--- src/rtl/core/sbot_pkg.sv ---
// Shared types, constants and the CORDIC arctangent table for the sky box overlap test.
package sbot_pkg;

  localparam int AngW       = 40;
  localparam int XyW        = 34;
  localparam int ZW         = 37;
  localparam int QW         = 43;
  localparam int CordicSteps = 28;
  localparam int DivSteps   = 43;

  localparam logic signed [XyW-1:0] XInit  = 34'sd652032874;
  localparam logic signed [XyW-1:0] OneQ30 = 34'sd1073741824;
  localparam logic signed [31:0]    CosMin = 32'sd262144;
  localparam logic [QW-1:0]         FSat   = 43'h3FFC0000000;
  localparam logic [QW-1:0]         OneQ   = 43'h40000000;
  localparam logic [31:0]           RemInit = 32'h20000;

  localparam logic [ZW-1:0] Deg90  = 37'd90  << 28;
  localparam logic [ZW-1:0] Deg180 = 37'd180 << 28;
  localparam logic [ZW-1:0] Deg360 = 37'd360 << 28;

  // Side data that travels with each point down the pipeline.
  typedef struct packed {
    logic signed [AngW-1:0] pr;
    logic signed [AngW-1:0] base;
    logic signed [AngW-1:0] size;
    logic                   south;
    logic                   dec_ok;
    logic                   last;
    logic                   neg;
    logic                   sat;
    logic [31:0]            fs;
  } pay_t;

  // Arctangent of 2^-i in degrees, 28 fraction bits.
  function automatic logic signed [ZW-1:0] atan_q28(input int i);
    logic signed [ZW-1:0] r;
    case (i)
      0:  r = 37'sd12079595520;
      1:  r = 37'sd7131001626;
      2:  r = 37'sd3767825416;
      3:  r = 37'sd1912607013;
      4:  r = 37'sd960014949;
      5:  r = 37'sd480475470;
      6:  r = 37'sd240296363;
      7:  r = 37'sd120155514;
      8:  r = 37'sd60078674;
      9:  r = 37'sd30039451;
      10: r = 37'sd15019740;
      11: r = 37'sd7509872;
      12: r = 37'sd3754936;
      13: r = 37'sd1877468;
      14: r = 37'sd938734;
      15: r = 37'sd469367;
      16: r = 37'sd234684;
      17: r = 37'sd117342;
      18: r = 37'sd58671;
      19: r = 37'sd29335;
      20: r = 37'sd14668;
      21: r = 37'sd7334;
      22: r = 37'sd3667;
      23: r = 37'sd1833;
      24: r = 37'sd917;
      25: r = 37'sd458;
      26: r = 37'sd229;
      27: r = 37'sd115;
      default: r = '0;
    endcase
    return r;
  endfunction

endpackage

--- src/rtl/core/sbot_cordic_cell.sv ---
// One rotation-mode CORDIC iteration with its own pipeline register.
module sbot_cordic_cell #(
  parameter int I = 0
) (
  input  logic                 clk_i,
  input  logic                 rst_ni,
  input  logic                 en_i,
  input  logic                 vld_i,
  input  logic signed [33:0]   x_i,
  input  logic signed [33:0]   y_i,
  input  logic signed [36:0]   z_i,
  input  sbot_pkg::pay_t       pay_i,
  output logic                 vld_o,
  output logic signed [33:0]   x_o,
  output logic signed [33:0]   y_o,
  output logic signed [36:0]   z_o,
  output sbot_pkg::pay_t       pay_o
);
  import sbot_pkg::*;

  localparam logic signed [ZW-1:0] Atan = atan_q28(I);

  logic signed [XyW-1:0] xs, ys;

  // Floor shifts, then rotate toward zero residual angle.
  assign xs = x_i >>> I;
  assign ys = y_i >>> I;

  always_ff @(posedge clk_i or negedge rst_ni) begin
    if (!rst_ni) begin
      vld_o <= 1'b0;
    end else if (en_i) begin
      vld_o <= vld_i;
    end
  end

  always_ff @(posedge clk_i) begin
    if (en_i) begin
      if (z_i >= 0) begin
        x_o <= x_i - ys;
        y_o <= y_i + xs;
        z_o <= z_i - Atan;
      end else begin
        x_o <= x_i + ys;
        y_o <= y_i - xs;
        z_o <= z_i + Atan;
      end
      pay_o <= pay_i;
    end
  end

endmodule

--- config.mk ---
export PLATFORM = sky130hd
export DESIGN_NAME = sbot_cordic_cell
export DESIGN_NICKNAME = d
export VERILOG_FILES = /design/src/rtl/core/sbot_pkg.sv /design/src/rtl/core/sbot_cordic_cell.sv
export SDC_FILE = /design/constraint.sdc
export NUM_CORES = 1
export LEC_CHECK = 0
export ABC_CLOCK_PERIOD_IN_PS = 800
export BUFFER_PORTS_ARGS = -buffer_cell sky130_fd_sc_hd__buf_4
export CORE_AREA = 2 2 206 208
export CTS_CLUSTER_SIZE = 40
export DETAILED_ROUTE_END_ITERATION = 7
export DIE_AREA = 0 0 208 210
export SLEW_MARGIN = 25
export SYNTH_ARGS = -nofsm -noshare
export SYNTH_HDL_FRONTEND = slang
export SYNTH_SLANG_ARGS = --single-unit
--- constraint.sdc ---
create_clock -name clk_i -period 0.8 [get_ports clk_i]
set_input_delay 0.08 -clock clk_i [delete_from_list [all_inputs] [get_ports clk_i]]
set_output_delay 0.08 -clock clk_i [all_outputs]
set_load 0.05 [all_outputs]
==> flow_metrics.env <==
export IMPL_status="finished, violations left"
export IMPL_violations="hold timing, setup timing"
export IMPL_ioPinCount=529
export IMPL_place_ws_ns=-2.06
export IMPL_grt_pass1_wl_mm=93.6
export IMPL_startpoint="x_i[0]"
export IMPL_hold_viol=3
export IMPL_utilization_pct=65.0
export IMPL_drc=0
export IMPL_syn_inst=1140
export IMPL_cp_arrival_ns=2.47
export IMPL_die_h_um=210
export IMPL_yosysSeqAreaShare_pct=57.1
export IMPL_synth_top_area_share_pct=56.9
export IMPL_antenna_found_initial=7
export IMPL_place_port_buffers=528
export IMPL_grt_setup_unrepaired="yes"
export IMPL_regArea_um2=7860
export IMPL_gp_congestion=0.943
export IMPL_period_minus_slack_ns=2.14
export IMPL_critPathMaxStageDelay_ns=0.43
export IMPL_synthToLayoutAreaGrowth_pct=95.8
export IMPL_drt_pass1_iterations=5
export IMPL_core_area_um2=41500
export IMPL_worst_path_dominant_cell_family="compound AO/OA/AOI/OAI gates"
export IMPL_skew_ns=0
export IMPL_p_sw_uw=18200
export IMPL_power_leakage_uw=0.0117
export IMPL_drive_gt1_share_pct=53.3
export IMPL_grt_ovfl_total=0
export IMPL_path_buf_inv=5
export IMPL_rows=75
export IMPL_slew_headroom_pct=54.5
export IMPL_final_antenna_net_count=0
export IMPL_groute_usage_overall_pct=28.4
export IMPL_synth_cell_types=78
export IMPL_crit_chain="buf_8, buf_12, clkinv_8, ha_4, fa_2, inv_2, a21oi_4, o21a_1, o21ai_2, a211o_1, a221o_1, buf_4, a211oi_2, a21oi_2, xor2_1"
export IMPL_end_kind="flip-flop"
export IMPL_ys_top_cells_by_count="261 x edfxtp_1, 109 x inv_1, 107 x ha_1"
export IMPL_syn_nets=1517
export IMPL_synth_enable_flop_cells=261
export IMPL_ctsLongestPathBuffers=3
export IMPL_finalPower_uw=51300
export IMPL_path_class="in2reg"
export IMPL_seqPwrFrac_pct=34.7
export IMPL_cp_max_fo=3
export IMPL_clkPwrFrac_pct=26.1
export IMPL_switching_share_pct=35.4
export IMPL_p_int_uw=33200
export IMPL_multiInputGateArea_um2=6850
export IMPL_insertion_delay_ns=0.57
export IMPL_start_util_pct=33.2
export IMPL_grt_max_degree=49
export IMPL_synth_top_cell_by_area="edfxtp_1"
export IMPL_required_ns=1.13
export IMPL_ir_drop_mv=2.01
export IMPL_cts_root_buf="clkbuf_16"
export IMPL_timing_final_ws_setup_ns=-1.34
export IMPL_setup_tns_ns=-178.73
export IMPL_cts_buffers=30
export IMPL_cts_sinks=262
export IMPL_setup_viol=332
export IMPL_die_x_um=208
export IMPL_slew_viol_final=0
export IMPL_nets=2599
export IMPL_ys_warn_count=0
export IMPL_cts_tree="done"
export IMPL_dpl_hpwl_mm=48.4
export IMPL_avgRoutedWirePerCell_um=23.2
export IMPL_finalCritPeriodShare_pct=268
export IMPL_hold_slack_ns=-0.108
export IMPL_yosysMostFrequentCell="edfxtp_1"
export IMPL_hold_start="z_i[29]"
export IMPL_ctsHoldBuffers=191
export IMPL_clkSlewWorstSetupHoldPaths_ns=0.06
export IMPL_maxCapViolCount=0
export IMPL_postSynthAreaPerCell_um2=12.1
export IMPL_htree_num_levels=1
export IMPL_ys_flop_type="edfxtp_1"
export IMPL_viasPerCell=4.99
export IMPL_async_flop_share_pct=0.382
export IMPL_drtIter0Drc=1016
export IMPL_via_count=13900
export IMPL_ys_top_cells_by_area="edfxtp_1 57%, ha_1 9.7%, a21oi_1 3.7%"
export IMPL_start_kind="primary input"
export IMPL_crit_slowest_cell="a221o_1"
export IMPL_wirelength_mm=64.7
export IMPL_synth_seq_cells=262
export IMPL_hp_class="in2reg"
export IMPL_combPwrFrac_pct=39.2
export IMPL_grt_pass1_vias=14500
export IMPL_fmax_mhz=466
export IMPL_power_density_nw_per_um2=1900
export IMPL_synth_cell_area_um2=13800
export IMPL_worst_pin_slew_ns=0.676
export IMPL_rr_startpoint="vld_o"
export IMPL_fillers=3082
export IMPL_die_area_um2=43700
## power by group through the flow
| stage | logic [uW] | registers, uW | clock network (uW) |
|---|---|---|---|
| after floorplan | 4420 | 22600 | 0 |
| after global placement | 16600 | 17700 | 0 |
| after detailed placement | 16700 | 17700 | 0 |
| after CTS | 19400 | 17800 | 13600 |
| after global routing | 21000 | 17900 | 14200 |
| final | 20100 | 17800 | 13400 |
## repair_timing
action | in CTS | in global routing
endpoints found under the setup margin | 329 | 332
cloned | 1 | 0
hold endpoints to repair | 194 | 3
buffers inserted | 43 | 24
pin swaps | 111 | 94
resized for setup | 416 | 102
## area by class of cell
cell class	instances	area share, %
clock buffers	36	2.87
repair buffers	1093	37.5
inverters	110	1.92
flip-flops and latches	262	29.2
clock inverters	19	0.631
diodes	5	0.0464
multi-input cells	725	25.4
well taps	539	2.50
## metrics by stage
stage | area (um2) | cells
6_report | 27000 | 2789
5_1_grt | 27000 | 2787
4_1_cts | 26300 | 2769
3_5_place_dp | 21500 | 2484
3_3_place_gp | 21500 | 2484
2_1_floorplan | 14700 | 1140
## registers in the layout, indices dropped and copies added, names as in the netlist
register and flops:
z_o 37, y_o 33, pay_o 157, x_o 34, vld_o 1
## layer usage
layer	up-vias	wire (um)	GRT usage [%]
met1	6923	25800	35.6
met2	534	33000	50.6
met3	120	3760	4.63
met4	4	2190	8.00
met5	-	26	0
li1	6338	-	-
## layout by cell type (no fill, tap or decap), types with 10 or more instances in the layout
master and n:
o21ai_1 21, nor2_1 62, buf_6 309, ha_1 76
nand4_1 11, a21oi_2 37, xor2_1 16, inv_1 86
nand2_1 41, buf_4 566, buf_8 11, edfxtp_1 261
clkbuf_16 30, a21o_1 30, xnor2_1 48, nor3_1 11
o21ai_0 23, a21oi_1 62, buf_12 15, o21ai_2 27
dlygate4sd3_1 190, ha_4 26, o21bai_1 13, mux2i_1 10
## cells by family (layout without fill, tap and decap cells)
| family | after synthesis | count (layout) | share of synthesized area, % |
|---|---|---|---|
| xor+xnor | 71 | 71 | 4.51 |
| flops | 262 | 262 | 57.1 |
| mux | 15 | 15 | 1.10 |
| fa+ha+maj | 111 | 111 | 10.3 |
| compound gates | 324 | 324 | 15.1 |
| other cells | 0 | 5 | 0 |
| buf+inv | 153 | 1258 | 4.50 |
| simple gates | 204 | 204 | 7.37 |
## path summary, 6_finish.rpt
path,endpoint,slack [ns],depth (start not counted)
setup reg to reg,vld_o,0.02,1
hold / removal,z_o[29],-0.11,2
max in group asynchronous,vld_o,0.32,3
setup / recovery,x_o[28],-1.34,15
min in group asynchronous,vld_o,0.36,3
hold reg to reg,vld_o,0.54,1
Power figures use the tool's default switching activity.
